--- config.mk ---
export PLATFORM = sky130hd
export DESIGN_NAME = rgb_to_hue
export DESIGN_NICKNAME = d
export VERILOG_FILES = /design/src/rtl/rth_pkg.sv /design/src/rtl/rth_front.sv /design/src/rtl/rth_queue.sv /design/src/rtl/rth_back.sv /design/src/rtl/rgb_to_hue.sv
export SDC_FILE = /design/constraint.sdc
export NUM_CORES = 1
export LEC_CHECK = 0
export BUFFER_PORTS_ARGS = -buffer_cell sky130_fd_sc_hd__buf_4
export CAP_MARGIN = 5
export CORE_MARGIN = 1.5
export CORE_UTILIZATION = 42
export CTS_BUF_LIST = sky130_fd_sc_hd__clkbuf_2
export CTS_CLUSTER_SIZE = 12
export DETAILED_ROUTE_END_ITERATION = 10
export PLACE_DENSITY = 0.66
export SLEW_MARGIN = 25
export SYNTH_ARGS = -nofsm -noshare
export SYNTH_HDL_FRONTEND = slang
export SYNTH_HIERARCHICAL = 1
export SYNTH_SLANG_ARGS = --single-unit
export TNS_END_PERCENT = 5
--- constraint.sdc ---
create_clock -name aclk -period 51.8 [get_ports aclk]
set_input_delay 10.36 -clock aclk [delete_from_list [all_inputs] [get_ports aclk]]
set_output_delay 10.36 -clock aclk [all_outputs]
set_load 0.005 [all_outputs]
--- src/rtl/rth_pkg.sv ---
`timescale 1ns / 1ps
// Shared constants and types for the RGB-to-hue converter.
// No dependencies; every rtl/rth_* module and the top level import it.
package rth_pkg;

    localparam int HUE_FRAC_BITS = 6;

    localparam int CH_W   = 8;
    localparam int PIX_W  = 3 * CH_W;
    localparam int HUE_W  = 15;

    localparam int HUE_SCALE = 60 << HUE_FRAC_BITS;
    localparam int HUE_FULL  = 360 << HUE_FRAC_BITS;

    // quotient of scale * |d| / diff never exceeds HUE_SCALE
    localparam int QUO_W  = $clog2(HUE_SCALE + 1);
    localparam int NUM_W  = QUO_W + CH_W;
    localparam int HSUM_W = QUO_W + 4;

    localparam int Q_DEPTH = 4;
    localparam int Q_PTR_W = $clog2(Q_DEPTH);

    typedef enum logic [1:0] {
        SECT_RED   = 2'd0,
        SECT_GREEN = 2'd1,
        SECT_BLUE  = 2'd2
    } hue_sect_t;

    typedef struct packed {
        logic             gray;
        logic             neg;
        hue_sect_t        sect;
        logic [NUM_W-1:0] num;
        logic [CH_W-1:0]  den;
    } hue_job_t;

endpackage

--- src/rtl/rth_front.sv ---
`timescale 1ns / 1ps
// Front end: splits a pixel, finds max/min, picks the hue sector and
// builds the scaled dividend and divisor. Depends on rth_pkg.
module rth_front (
    input  logic [rth_pkg::PIX_W-1:0] pixel,
    output rth_pkg::hue_job_t         job
);
    import rth_pkg::*;

    logic [CH_W-1:0] r, g, b;
    logic [CH_W-1:0] mx, mn;
    logic [CH_W-1:0] sub_a, sub_b;
    logic [CH_W-1:0] mag;
    logic            neg;
    hue_sect_t       sect;

    assign r = pixel[3*CH_W-1:2*CH_W];
    assign g = pixel[2*CH_W-1:CH_W];
    assign b = pixel[CH_W-1:0];

    always_comb begin
        mx = r;
        mn = r;
        if (g > mx) mx = g;
        if (b > mx) mx = b;
        if (g < mn) mn = g;
        if (b < mn) mn = b;

        if (mx == r) begin
            sect = SECT_RED;
        end else if (mx == g) begin
            sect = SECT_GREEN;
        end else begin
            sect = SECT_BLUE;
        end

        unique case (sect)
            SECT_RED: begin
                sub_a = g;
                sub_b = b;
            end
            SECT_GREEN: begin
                sub_a = b;
                sub_b = r;
            end
            default: begin
                sub_a = r;
                sub_b = g;
            end
        endcase

        neg = (sub_a < sub_b);
        mag = neg ? (sub_b - sub_a) : (sub_a - sub_b);

        job.gray = (mx == mn);
        job.neg  = neg;
        job.sect = sect;
        job.num  = NUM_W'(mag) * NUM_W'(HUE_SCALE);
        job.den  = mx - mn;
    end

endmodule

--- src/rtl/rth_queue.sv ---
`timescale 1ns / 1ps
// Short job queue between front end and divider pipeline.
// Depends on rth_pkg (hue_job_t, Q_DEPTH).
module rth_queue (
    input  logic              aclk,
    input  logic              aresetn,
    input  logic              push_valid,
    output logic              push_ready,
    input  rth_pkg::hue_job_t push_job,
    output logic              pop_valid,
    input  logic              pop_ready,
    output rth_pkg::hue_job_t pop_job
);
    import rth_pkg::*;

    hue_job_t           mem_reg [Q_DEPTH];
    logic [Q_PTR_W:0]   wr_ptr_reg, wr_ptr_next;
    logic [Q_PTR_W:0]   rd_ptr_reg, rd_ptr_next;
    logic               push, pop;

    assign pop_valid  = (wr_ptr_reg != rd_ptr_reg);
    assign push_ready = !((wr_ptr_reg[Q_PTR_W] != rd_ptr_reg[Q_PTR_W]) &&
                          (wr_ptr_reg[Q_PTR_W-1:0] == rd_ptr_reg[Q_PTR_W-1:0]));
    assign push = push_valid && push_ready;
    assign pop  = pop_valid && pop_ready;
    assign pop_job = mem_reg[rd_ptr_reg[Q_PTR_W-1:0]];

    always_comb begin
        wr_ptr_next = wr_ptr_reg;
        rd_ptr_next = rd_ptr_reg;
        if (push) wr_ptr_next = wr_ptr_reg + 1'b1;
        if (pop)  rd_ptr_next = rd_ptr_reg + 1'b1;
    end

    always_ff @(posedge aclk) begin
        if (!aresetn) begin
            wr_ptr_reg <= '0;
            rd_ptr_reg <= '0;
        end else begin
            wr_ptr_reg <= wr_ptr_next;
            rd_ptr_reg <= rd_ptr_next;
        end
    end

    always_ff @(posedge aclk) begin
        if (push) mem_reg[wr_ptr_reg[Q_PTR_W-1:0]] <= push_job;
    end

endmodule

--- src/rtl/rth_back.sv ---
`timescale 1ns / 1ps
// Back end: pipelined restoring divider, one quotient bit per stage,
// then floor correction, sector base, wrap and output register. Depends on rth_pkg.
module rth_back (
    input  logic                      aclk,
    input  logic                      aresetn,
    input  logic                      in_valid,
    output logic                      in_ready,
    input  rth_pkg::hue_job_t         in_job,
    output logic                      m_valid,
    input  logic                      m_ready,
    output logic [rth_pkg::HUE_W-1:0] m_hue,
    output logic                      m_is_gray
);
    import rth_pkg::*;

    typedef struct packed {
        hue_job_t         job;
        logic [CH_W-1:0]  rem;
        logic [QUO_W-1:0] quo;
    } div_stage_t;

    div_stage_t          stage_reg  [0:QUO_W];
    div_stage_t          stage_next [0:QUO_W];
    logic [QUO_W:0]      stage_vld_reg;
    logic                m_valid_reg;
    logic [HUE_W-1:0]    hue_reg, hue_next;
    logic                gray_reg, gray_next;
    logic                advance;

    logic [QUO_W:0]      quo_fix;
    logic [HSUM_W-1:0]   base;
    logic [HSUM_W-1:0]   h_sum;
    logic [HSUM_W-1:0]   h_wrap;

    assign advance   = !m_valid_reg || m_ready;
    assign in_ready  = advance;
    assign m_valid   = m_valid_reg;
    assign m_hue     = hue_reg;
    assign m_is_gray = gray_reg;

    always_comb begin
        stage_next[0].job = in_job;
        stage_next[0].rem = in_job.num[NUM_W-1:QUO_W];
        stage_next[0].quo = '0;
    end

    for (genvar k = 0; k < QUO_W; k++) begin : g_div
        logic [CH_W:0] trial;
        logic          ge;
        always_comb begin
            trial = {stage_reg[k].rem, stage_reg[k].job.num[QUO_W-1-k]};
            ge    = (trial >= {1'b0, stage_reg[k].job.den});
            stage_next[k+1].job = stage_reg[k].job;
            stage_next[k+1].rem = ge ? CH_W'(trial - {1'b0, stage_reg[k].job.den})
                                     : trial[CH_W-1:0];
            stage_next[k+1].quo = {stage_reg[k].quo[QUO_W-2:0], ge};
        end
    end

    always_comb begin
        quo_fix = (QUO_W+1)'(stage_reg[QUO_W].quo) +
                  (QUO_W+1)'(stage_reg[QUO_W].job.neg && (stage_reg[QUO_W].rem != '0));
        unique case (stage_reg[QUO_W].job.sect)
            SECT_RED:   base = '0;
            SECT_GREEN: base = HSUM_W'(2 * HUE_SCALE);
            SECT_BLUE:  base = HSUM_W'(4 * HUE_SCALE);
            default:    base = '0;
        endcase
        h_sum = stage_reg[QUO_W].job.neg ? (base - HSUM_W'(quo_fix))
                                         : (base + HSUM_W'(quo_fix));
        h_wrap = h_sum[HSUM_W-1] ? (h_sum + HSUM_W'(HUE_FULL)) : h_sum;
        gray_next = stage_reg[QUO_W].job.gray;
        hue_next  = gray_next ? '0 : HUE_W'(h_wrap);
    end

    always_ff @(posedge aclk) begin
        if (!aresetn) begin
            stage_vld_reg <= '0;
            m_valid_reg   <= 1'b0;
        end else if (advance) begin
            stage_vld_reg <= {stage_vld_reg[QUO_W-1:0], in_valid};
            m_valid_reg   <= stage_vld_reg[QUO_W];
        end
    end

    always_ff @(posedge aclk) begin
        if (advance) begin
            for (int i = 0; i <= QUO_W; i++) stage_reg[i] <= stage_next[i];
            hue_reg  <= hue_next;
            gray_reg <= gray_next;
        end
    end

endmodule

--- src/rtl/rgb_to_hue.sv ---
`timescale 1ns / 1ps
// RGB to HSV hue converter, top level. Depends on rth_pkg, rth_front, rth_queue, rth_back.
// Throughput: one pixel per cycle while the output is not stalled;
// the divider pipeline retires one quotient bit per stage.
// Output stall holds the whole divider pipeline; the queue takes up to Q_DEPTH (4) more
// items meanwhile, then s_ready drops until the output drains.
// Synchronous active-low reset empties the queue and clears all pipeline valids.
module rgb_to_hue (
    input  logic                      aclk,
    input  logic                      aresetn,
    input  logic                      s_valid,
    output logic                      s_ready,
    input  logic [rth_pkg::PIX_W-1:0] s_pixel_rgb,
    output logic                      m_valid,
    input  logic                      m_ready,
    output logic [rth_pkg::HUE_W-1:0] m_hue,
    output logic                      m_is_gray
);
    import rth_pkg::*;

    hue_job_t front_job;
    hue_job_t q_job;
    logic     q_valid;
    logic     back_ready;

    rth_front u_front (
        .pixel (s_pixel_rgb),
        .job   (front_job)
    );

    rth_queue u_queue (
        .aclk       (aclk),
        .aresetn    (aresetn),
        .push_valid (s_valid),
        .push_ready (s_ready),
        .push_job   (front_job),
        .pop_valid  (q_valid),
        .pop_ready  (back_ready),
        .pop_job    (q_job)
    );

    rth_back u_back (
        .aclk      (aclk),
        .aresetn   (aresetn),
        .in_valid  (q_valid),
        .in_ready  (back_ready),
        .in_job    (q_job),
        .m_valid   (m_valid),
        .m_ready   (m_ready),
        .m_hue     (m_hue),
        .m_is_gray (m_is_gray)
    );

    a_gray_zero: assert property (@(posedge aclk) disable iff (!aresetn)
        m_valid && m_is_gray |-> m_hue == '0)
        else $error("gray item with nonzero hue");

    a_hue_range: assert property (@(posedge aclk) disable iff (!aresetn)
        m_valid |-> 32'(m_hue) < 32'(HUE_FULL) || HUE_FULL > (1 << HUE_W))
        else $error("hue out of range");

    a_reset_quiet: assert property (@(posedge aclk)
        !aresetn |=> !m_valid)
        else $error("result valid right after reset");

    a_queue_idle: assert property (@(posedge aclk) disable iff (!aresetn)
        !q_valid |-> s_ready)
        else $error("empty queue refuses an item");

endmodule

# Yosys cells after proc, flatten, opt, wreduce, memory -nomap -nowiden
# Memories as Yosys holds them, arrays and structs flattened. A register that Yosys moved wholly into a read port is not among the register bits.
# Index checks and enable logic that the tools add are counted.
[totals]
reg_bits = 36
output_inout_bits = 18
memories = 2
ramBits = 772
[classes]
eq_ne = 9
order_cmp = 17
n_mux = 30
n_addsub = 21
multipliers = 1
n_reduce_logical = 9
[memory_table]
columns = ["name", "words", "width", "rd", "rd_ports_with_merged_regs", "wr", "line_no", "text"]
rows = [
  ["u_back.stage_reg", 13, 52, 13, 0, 13, "rth_back.sv:23", "div_stage_t stage_reg [0:QUO_W];"],
  ["u_queue.mem_reg", 4, 24, 1, 1, 1, "rth_queue.sv:16", "hue_job_t mem_reg [Q_DEPTH];"],
]
[op_table]
columns = ["cell", "count"]
rows = [
  ["8-bit 2-to-1 mux", 17],
  ["8-bit subtractor", 15],
  ["9-bit by 8-bit greater-or-equal comparator with 1-bit output", 12],
  ["8-bit one-hot mux with 2 select lines", 2],
  ["14-bit one-hot mux with 2 select lines", 1],
  ["8-bit equality test", 3],
  ["8-bit less-than comparator", 3],
  ["8-bit > comparator", 2],
  ["16-bit 2-to-1 mux", 1],
  ["14-bit by 13-bit adder with 15-bit output", 1],
  ["15-bit adder, second input constant", 1],
  ["15-bit 2-to-1 mux", 1],
  ["14-bit by 13-bit subtractor with 15-bit output", 1],
  ["12-bit by 1-bit adder with 13-bit output", 1],
  ["8-bit by 4-bit multiplier with 12-bit output, second input constant", 1],
  ["2-bit 2-to-1 mux", 4],
  ["8-bit nonzero test", 1],
  ["3-bit by 1-bit adder with 3-bit output, second input constant", 2],
  ["2-bit by 1-bit equality test with 1-bit output, second input constant", 2],
  ["1-bit logical AND", 4],
  ["1-bit 2-to-1 mux", 4],
  ["3-bit != test", 1],
  ["2-bit equality test", 1],
  ["2-bit equality test, second input constant", 1],
  ["4 further kinds", 5],
]

# Depth between registers and ports, before layout
# Gate-level depths: netlist of run 1.
[depth]
depth_word = 12
ltp_mapped = 43

# Modules after synthesis
# Netlist of run 1, hierarchy kept.
[modules_own_cells]
columns = ["mod", "cells_each", "area_each_um2", "n_inst"]
rows = [
  ["rth_back", 1386, 19556.3, 1],
  ["rth_queue", 235, 5170.0, 1],
  ["rth_front", 474, 3540.9, 1],
]

# Least setup slack after synthesis of run 1
# Ideal clock, no wire load.
[synth_timing]
path_kind = "input to register"
startpoint = "in m_ready"
endpoint = "reg u_queue.rd_ptr_reg[2]"
arrival_ns = 23.658
required_time_ns = 51.680
slack_ns = 28.023
path_stages = 6
setup_time_ns = 0.120
n_path_buf = 1
path_cell_list = "nor2b_1 -> inv_1 -> clkbuf_1 -> nand2_1 -> and2_1 -> o31a_1"
[synth_between]
elab_chain_len = 2
[synth_rtl]
columns = ["element", "line_no", "text"]
rows = [
  ["start, declared", "rgb_to_hue.sv:15", "input logic m_ready,"],
  ["1-bit logical OR", "rth_back.sv:36", "assign advance = !m_valid_reg || m_ready;"],
  ["named net back_ready", "rgb_to_hue.sv:24", "logic back_ready;"],
  ["1-bit logical AND", "rth_queue.sv:25", "assign pop = pop_valid && pop_ready;"],
  ["end signal, assigned", "rth_queue.sv:41", "rd_ptr_reg <= rd_ptr_next;"],
  ["end, declared", "rth_queue.sv:18", "logic [Q_PTR_W:0] rd_ptr_reg, rd_ptr_next;"],
]
# The timed path passes the listed nets, and every way through them passes these cells.
# A chain may end at the register's enable or synchronous reset.

# Final worst setup path of run 1
[layout_timing]
startpoint = "in s_pixel_rgb[21] in the netlist's numbering"
endpoint = "mem u_queue/mem_reg[0][27] in the netlist's numbering (data pin)"
[layout_between]
elab_chain_len = 5
elab_cells_between_ends = 9
[layout_rtl]
columns = ["element", "line_no", "text"]
rows = [
  ["start, declared", "rgb_to_hue.sv:13", "input logic [rth_pkg::PIX_W-1:0] s_pixel_rgb,"],
  ["8-bit > comparator / 8-bit less-than comparator (equally long branches)", "rth_front.sv:24, rth_front.sv:26", ""],
  ["8-bit 2-to-1 mux, on equally long branches", "rth_front.sv:24, rth_front.sv:26", ""],
  ["8-bit > comparator / 8-bit less-than comparator (equally long branches)", "rth_front.sv:25, rth_front.sv:27", ""],
  ["8-bit 2-to-1 mux, on equally long branches", "rth_front.sv:25, rth_front.sv:27", ""],
  ["8-bit subtractor *", "rth_front.sv:59", "job.den = mx - mn;"],
  ["end, declared", "rth_queue.sv:16", ""],
]
# Every way passes the cells marked *; elsewhere a longest branch is shown, timed or not.

==> impl_metrics.env, run 1 <==
export IMPL_slowest_stage="nor2_1"
export IMPL_skew_ps=72.3
export IMPL_via_per_inst=5.07
export IMPL_wirelength_um=48500
export IMPL_r2r_setup_slack_ps=46910
export IMPL_synthTopCellsByArea="edfxtp_1 (59%), ha_1 (7.8%), inv_1 (3.0%), mux2_2 (2.6%), mux4_2 (2.5%)"
export IMPL_clk_pin_slew_worst_paths_ps=100
export IMPL_synth_xor_area_share=0.0340
export IMPL_worst_setup_path_type="in2reg"
export IMPL_period_share=0.351
export IMPL_largest_register_ff_count=408
export IMPL_grt_pass1_wl_um=80700
export IMPL_drt_initial_drc_count=753
export IMPL_r2r_end="u_back/m_hue[12]"
export IMPL_numCtsBuffers=146
export IMPL_startpoint="s_pixel_rgb[21]"
export IMPL_worstPathArrival_ps=19180
export IMPL_setup_viol=0
export IMPL_dr_pass1_iters=5
export IMPL_core_sq_um=66200
export IMPL_hpwl_um=33500
export IMPL_place_ws_ps=32400
export IMPL_cap_violations=0
export IMPL_fin_nets=2480
export IMPL_mostFrequentLayoutCell="edfxtp_1"
export IMPL_holdBufCountCts=0
export IMPL_cts_resized=0
export IMPL_avgSynthCellArea_sq_um=13.5
export IMPL_grt_use_met3=0.0368
export IMPL_cp_end_kind="flop"
export IMPL_synth_edff_count=552
export IMPL_reg2reg_depth=17
export IMPL_grt_max_degree=93
export IMPL_netlist_instances=2095
export IMPL_met2_usage=0.260
export IMPL_initial_core_util=0.427
export IMPL_synth_compound_area_share=0.0817
export IMPL_final_seq_area_sq_um=17000
export IMPL_fin_setup_tns_ps=0
export IMPL_vias=16300
export IMPL_wl_per_cell_um=15.1
export IMPL_synth_top_family_by_area="adder cells"
export IMPL_fin_hold_ws_ps=363
export IMPL_final_cell_mix="edfxtp_1 (552), inv_1 (222), clkbuf_2 (198)"
export IMPL_use_met1=0.156
export IMPL_area_growth_pct=9.23
export IMPL_rows=94
export IMPL_cpMostUsedCell="ha_1"
export IMPL_hp_class="reg2reg"
export IMPL_root_buffer="clkbuf_2"
export IMPL_cts_tree="built"
export IMPL_detail_route_antenna_nets=0
export IMPL_final_cells=3214
export IMPL_htree_levels=4
export IMPL_clk_path_buf_depth=3
export IMPL_busiest_layer="met2"
export IMPL_hold_viol_final=0
export IMPL_gr_total_overflow=0
export IMPL_worstSkewPairLatency_ps=1230
export IMPL_drive_above_1_share=0.176
export IMPL_place_inst=2965
export IMPL_io_pins=46
export IMPL_post_cts_repair_setup_buffers=0
export IMPL_rsz0062_at_grt="false"
export IMPL_cts_sinks=574
export IMPL_yosysWarnings=6
export IMPL_crit_path_max_fanout=48
export IMPL_ys_types=82
export IMPL_synthAdderAreaFrac=0.0970
export IMPL_fp_dieW_um=262
export IMPL_cp_required_ps=52800
export IMPL_finalWorstSetupSlack_ps=33620
export IMPL_ys_seq_elements=574
export IMPL_fmax_ghz=0.0550
export IMPL_multiInputGateArea_sq_um=10100
export IMPL_worst_pin_slew_ps=927
export IMPL_synth_top_cell_area_share=0.586
export IMPL_synth_simple_area_share=0.0749
export IMPL_netlist_area_sq_um=28300
export IMPL_crit_end="u_queue/mem_reg[0][27]"
export IMPL_synth_main_ff_cell="edfxtp_1"
export IMPL_antenna_found_initial=1
export IMPL_fp_dieH_um=262
export IMPL_drc_errors=0
export IMPL_grt_usage=0.143
export IMPL_synth_top_area_cell="edfxtp_1"
export IMPL_synthMuxAreaShare=0.0682
export IMPL_critPathMaxStageDelay_ps=710
export IMPL_gp_congestion=0.830
export IMPL_status="finished, final reports clean"
export IMPL_slew_headroom=0.380
export IMPL_port_buffers=45
export IMPL_async_flop_share=0
export IMPL_grt_pass1_vias=17100
export IMPL_slew_viol_final=0
export IMPL_seq_area_frac_synth=0.602
export IMPL_period_needed_ps=18180
export IMPL_die_area_sq_um=68900
export IMPL_start_kind="input pin"
export IMPL_r2r_start="u_back/stage_reg[1][258]"
export IMPL_fillers=5849
cell usage after synthesis (all sizes together), types with 5 or more instances:
master	count
o21a	18
mux2	66
fa	27
xor2	45
nor2b	35
ha	176
nand2	97
mux4	32
nand2b	24
nor4	8
and3	5
or3	5
o21ai	106
a211o	5
a31oi	7
dfxtp	22
nor3	15
a211oi	5
a21boi	41
xnor2	64
clkbuf	26
a21o	21
and2	10
o211ai	7
edfxtp	552
a21oi	84
buf	35
inv	223
nand3	12
a22oi	13
nor2	162
a311oi	14
mux2i	46
nand3b	5
nand4	39
through the flow:
stage          cell area, sq um   util
6_report                  30900  0.466
5_1_grt                   30900  0.466
4_1_cts                   30900  0.466
3_5_place_dp              29500  0.446
3_3_place_gp              29500  0.446
2_1_floorplan             28300      -
worst min-delay path by stage:
stage	startpoint	end	slack, ps	depth (start not counted)
finish	u_back/stage_reg[0][256]	u_back/stage_reg[0][308]	360	0
global route	u_back/stage_reg[0][86]	u_back/stage_reg[0][138]	390	0
CTS	u_back/stage_reg[0][256]	u_back/stage_reg[0][308]	370	0
detailed placement	u_back/stage_reg[0][83]	u_back/stage_reg[0][135]	400	0
global placement	u_back/stage_reg[0][134]	u_back/stage_reg[0][186]	400	0
floorplan	u_back/stage_reg[0][48]	u_back/stage_reg[0][100]	400	0
per-layer routing:
metal	share of wire	up-vias
met3	0.038	87
li1	-	8044
met1	0.41	7874
met4	0.023	0
met2	0.52	285
met5	0	-
worst max-delay path: cells and delay by family:
kind            cells  cell delay [ps]
compound gates     15             2720
fa+ha+maj           6             2390
simple gates        6             1410
buf+inv             6              990
xor+xnor            2              680
mux                 2              600
layout make-up:
cell class              instances  share of cell area
clock buffers                 198              0.0321
inverters                     223              0.0274
repair buffers                 60              0.0147
well taps                     864              0.0350
diodes                          1           0.0000810
clock inverters                50              0.0120
flip-flops and latches        574               0.551
multi-input cells            1244               0.328
cell families after synthesis:
logic type | after synthesis
and+or+nand+nor | 435
buffers and inverters | 284
other | 1
DFF | 574
AOI/OAI and AO/OA | 345
adders and majority gates | 203
xor gates and xnor gates | 109
muxes | 144
Power of run 1 is not shown: default switching activity piles up to over one toggle a cycle in this logic, so the estimate is an artifact.
==> inputs of run 2 (changes only) <==
PLACE_DENSITY = 0.68   (was 0.66)
clock period = 14.65 ns   (was 51.8 ns; I/O delays follow)
==> run 2 against run 1 <==
Effect of this change: sequential share of layout area is essentially flat; critical path depth grew 2; clock skew grew 38 ps; die area is the same; worst hold slack gained 22 ps; worst setup slack lost 29000 ps; utilization is essentially flat; first-iteration DRC count grew 18%; global-route usage grew 0.24 points; critical path type unchanged; highest routed layer unchanged.
==> impl_metrics.env, run 2 (synthesized netlist as in run 1, its figures left out) <==
export IMPL_largest_register_ff_count=408
export IMPL_cap_violations=0
export IMPL_via_per_inst=5.04
export IMPL_rsz0062_at_grt="false"
export IMPL_critPathMaxStageDelay_ps=540
export IMPL_grt_max_degree=124
export IMPL_wirelength_um=49400
export IMPL_fp_dieW_um=262
export IMPL_status="finished, final reports clean"
export IMPL_area_growth_pct=9.25
export IMPL_rows=94
export IMPL_clk_path_buf_depth=3
export IMPL_dr_pass1_iters=5
export IMPL_cp_buffers_inverters=6
export IMPL_vias=16200
export IMPL_cts_tree="built"
export IMPL_initial_core_util=0.427
export IMPL_clk_pin_slew_worst_paths_ps=90
export IMPL_numCtsBuffers=146
export IMPL_post_cts_repair_setup_buffers=0
export IMPL_cts_resized=0
export IMPL_root_buffer="clkbuf_2"
export IMPL_drc_errors=0
export IMPL_hpwl_um=33800
export IMPL_port_buffers=45
export IMPL_grt_usage=0.146
export IMPL_mostFrequentLayoutCell="edfxtp_1"
export IMPL_fin_nets=2481
export IMPL_start_kind="input pin"
export IMPL_io_pins=46
export IMPL_hold_viol_final=0
export IMPL_fmax_ghz=0.0953
export IMPL_setup_viol=0
export IMPL_met2_length_um=25600
export IMPL_top_layer="met4"
export IMPL_final_cell_mix="edfxtp_1 (552), inv_1 (222), clkbuf_2 (212)"
export IMPL_cts_sinks=574
export IMPL_core_sq_um=66200
export IMPL_antenna_found_initial=2
export IMPL_worstPathArrival_ps=11510
export IMPL_wl_met3_um=1970
export IMPL_gp_congestion=0.835
export IMPL_drt_initial_drc_count=890
export IMPL_place_inst=2965
export IMPL_final_cells=3221
export IMPL_cp_end_kind="flop"
export IMPL_holdBufCountCts=0
export IMPL_slew_viol_final=0
export IMPL_grt_pass1_vias=17100
export IMPL_cp_top_family="compound AO/OA/AOI/OAI gates"
export IMPL_period_share=0.717
export IMPL_cp_required_ps=15660
export IMPL_worst_setup_path_type="in2reg"
export IMPL_period_needed_ps=10500
export IMPL_die_area_sq_um=68900
export IMPL_worstSkewPairLatency_ps=1280
export IMPL_skew_ps=110
export IMPL_detail_route_antenna_nets=0
export IMPL_crit_path_max_fanout=21
export IMPL_slew_headroom=0.332
export IMPL_slowest_stage="a221oi_4"
export IMPL_drive_above_1_share=0.184
export IMPL_grt_pass1_wl_um=81700
export IMPL_gr_total_overflow=0
export IMPL_wl_met1_um=20500
export IMPL_htree_levels=4
export IMPL_worst_pin_slew_ps=1000
export IMPL_hp_class="reg2reg"
export IMPL_wl_per_cell_um=15.3
export IMPL_fp_dieH_um=262
export IMPL_fin_setup_tns_ps=0
[run 2: cell types whose count changed in the layout (fill, tap and decap cells not counted), sizes merged, moves of 2 or more]
cell,before,now
bufinv,6,4
clkbuf,198,212
clkinv,41,29
clkinvlp,1,3
diode,1,4
[run 2: final timing paths]
| kind | start | end | slack [ps] | cells after the start |
|---|---|---|---|---|
| setup / recovery | s_pixel_rgb[21] | u_queue/mem_reg[3][27] | 4150 | 39 |
| hold / removal | u_back/stage_reg[1][81] | u_back/stage_reg[1][133] | 390 | 0 |
| setup reg to reg | u_back/stage_reg[1][258] | u_back/m_hue[13] | 9800 | 17 |
| hold reg to reg | u_back/stage_reg[1][81] | u_back/stage_reg[1][133] | 390 | 0 |
[run 2: stage by stage]
step           hold slack (ps)   util  setup WS (ps)  area [sq um]
3_5_place_dp               405  0.446           2650         29500
6_report                   386  0.466           4150         30900
3_3_place_gp               402  0.446           2810         29500
5_1_grt                    355  0.466           3590         30900
4_1_cts                    368  0.466           4040         30900
2_1_floorplan              400      -           3890         28300
[run 2: layout make-up]
type / instances / area, sq um
antenna: 4 / 10.0
clock buffer: 212 / 1060
clock inverter: 39 / 284
fill: 5833 / 35300
inverter: 223 / 845
multi-input combinational: 1244 / 10100
sequential: 574 / 17000
tap: 864 / 1080
timing repair buffer: 61 / 469
[run 2: per-layer routing]
metal / global-route usage / up-vias
met2: 0.261 / 293
met3: 0.0393 / 86
met1: 0.162 / 7818
met5: 0 / -
met4: 0.0646 / 0
li1: - / 8035
Power of run 2 is left out for the same reason.
==> inputs of run 3 (changes only) <==
PLACE_DENSITY = 0.66   (was 0.68)
clock period = 10.18 ns   (was 14.65 ns; I/O delays follow)
==> run 3 against run 2 <==
Effect of this change: via count rose by 0.73%; highest routed layer unchanged; largest cell class unchanged; critical path depth rose by 1; utilization rose by 0.14 points.
==> impl_metrics.env, run 3 (synthesized netlist as in run 1, its figures left out) <==
export IMPL_cp_top_family="compound AO/OA/AOI/OAI gates"
export IMPL_worst_setup_path_type="in2reg"
export IMPL_clk_path_buf_depth=3
export IMPL_via_per_inst=5.06
export IMPL_fin_setup_tns_ps=0
export IMPL_holdBufCountCts=0
export IMPL_drc_errors=0
export IMPL_cts_resized=0
export IMPL_status="finished, final reports clean"
export IMPL_rsz0062_at_grt="false"
export IMPL_initial_core_util=0.427
export IMPL_fillers=5876
export IMPL_hold_viol_final=0
export IMPL_slowest_stage="fa_1"
export IMPL_use_met1=0.159
export IMPL_grt_use_met3=0.0398
export IMPL_post_cts_repair_setup_buffers=0
export IMPL_fp_dieW_um=262
export IMPL_grt_pass1_wl_um=80900
export IMPL_wl_per_cell_um=15.0
export IMPL_cp_required_ps=11170
export IMPL_clk_pin_slew_worst_paths_ps=110
export IMPL_hp_class="reg2reg"
export IMPL_grt_max_degree=178
export IMPL_skew_ps=84.6
export IMPL_whs_path_depth=0
export IMPL_root_buffer="clkbuf_2"
export IMPL_gr_total_overflow=0
export IMPL_gp_congestion=0.850
export IMPL_fp_dieH_um=262
export IMPL_cap_violations=0
export IMPL_drive_above_1_share=0.186
export IMPL_die_area_sq_um=68900
export IMPL_vias=16400
export IMPL_detail_route_antenna_nets=0
export IMPL_critPathMaxStageDelay_ps=540
export IMPL_setup_viol=0
export IMPL_cp_depth=40
export IMPL_mostFrequentLayoutCell="edfxtp_1"
export IMPL_worstSkewPairLatency_ps=1260
export IMPL_reg2reg_depth=17
export IMPL_rows=94
export IMPL_hpwl_um=33400
export IMPL_slew_headroom=0.298
export IMPL_dr_pass1_iters=5
export IMPL_fmax_ghz=0.113
export IMPL_numCtsBuffers=145
export IMPL_grt_usage=0.144
export IMPL_crit_path_max_fanout=20
export IMPL_cts_tree="built"
export IMPL_busiest_layer="met2"
export IMPL_period_share=0.873
export IMPL_area_growth_pct=9.58
export IMPL_cts_sinks=574
export IMPL_period_needed_ps=8890
export IMPL_port_buffers=45
export IMPL_slew_viol_final=0
export IMPL_met2_usage=0.256
export IMPL_antenna_found_initial=2
export IMPL_worstPathArrival_ps=9880
export IMPL_final_cell_mix="edfxtp_1 (552), inv_1 (222), clkbuf_2 (205)"
export IMPL_io_pins=46
export IMPL_cp_buffers_inverters=8
export IMPL_grt_pass1_vias=17100
export IMPL_core_sq_um=66200
export IMPL_drt_initial_drc_count=848
export IMPL_fin_nets=2500
export IMPL_wirelength_um=48500
export IMPL_htree_levels=4
export IMPL_start_kind="input pin"
export IMPL_worst_pin_slew_ps=1050
export IMPL_largest_register_ff_count=408
export IMPL_cp_end_kind="flop"
## run 3: cell types whose count changed in the layout (fill, tap and decap cells not counted), sizes merged
cell,delta
bufinv,-1
inv,+2
buf,+20
clkinv,-4
diode,+1
clkbuf,-7
clkinvlp,-1
## run 3: per-layer routing
metal	vias to the layer above	share of wire	routed length, um
met5	-	0	0
met4	0	0.028	1350
met3	103	0.043	2070
met2	315	0.51	24900
met1	7857	0.42	20200
li1	8076	-	-
## run 3: area by class of cell
type | count | area, sq um | area share
diodes | 5 | 12.5 | 0.000404
clock buffers | 205 | 1030 | 0.0331
clock inverters | 35 | 221 | 0.00715
inverters | 223 | 845 | 0.0273
multi-input cells | 1244 | 10100 | 0.326
flip-flops and latches | 574 | 17000 | 0.549
well taps | 864 | 1080 | 0.0349
repair buffers | 81 | 658 | 0.0212
## run 3: final timing paths
kind,startpoint,end,slack [ps]
setup / recovery,s_pixel_rgb[18],u_queue/mem_reg[3][26],1290
hold / removal,u_back/stage_reg[0][241],u_back/stage_reg[0][293],390
setup reg to reg,u_back/stage_reg[1][258],u_back/m_hue[13],5340
hold reg to reg,u_back/stage_reg[0][241],u_back/stage_reg[0][293],390
## run 3: through the flow
step	setup WS (ps)	cell area (sq um)	util	hold slack, ps	std cells
2_1_floorplan	319	28300	-	400	2102
3_3_place_gp	171	29700	0.449	402	2986
3_5_place_dp	40.6	29700	0.449	405	2986
4_1_cts	1500	31000	0.468	373	3226
5_1_grt	781	31000	0.468	403	3229
6_report	1290	31000	0.468	395	3231
## run 3: worst reg2reg max path, cell delays in order, from the launching register on
cell,delay (ps)
edfxtp_1,330
buf_4,230
inv_1,240
a21oi_1,190
ha_1,310
ha_1,430
nand4_2,260
nor3_1,280
xor2_1,330
ha_1,280
nor2b_1,210
nor2_1,80
and2_1,180
a221oi_1,370
nand3b_1,160
o21bai_2,250
or4_4,500
o21ai_2,70
Power of run 3 is left out for the same reason.
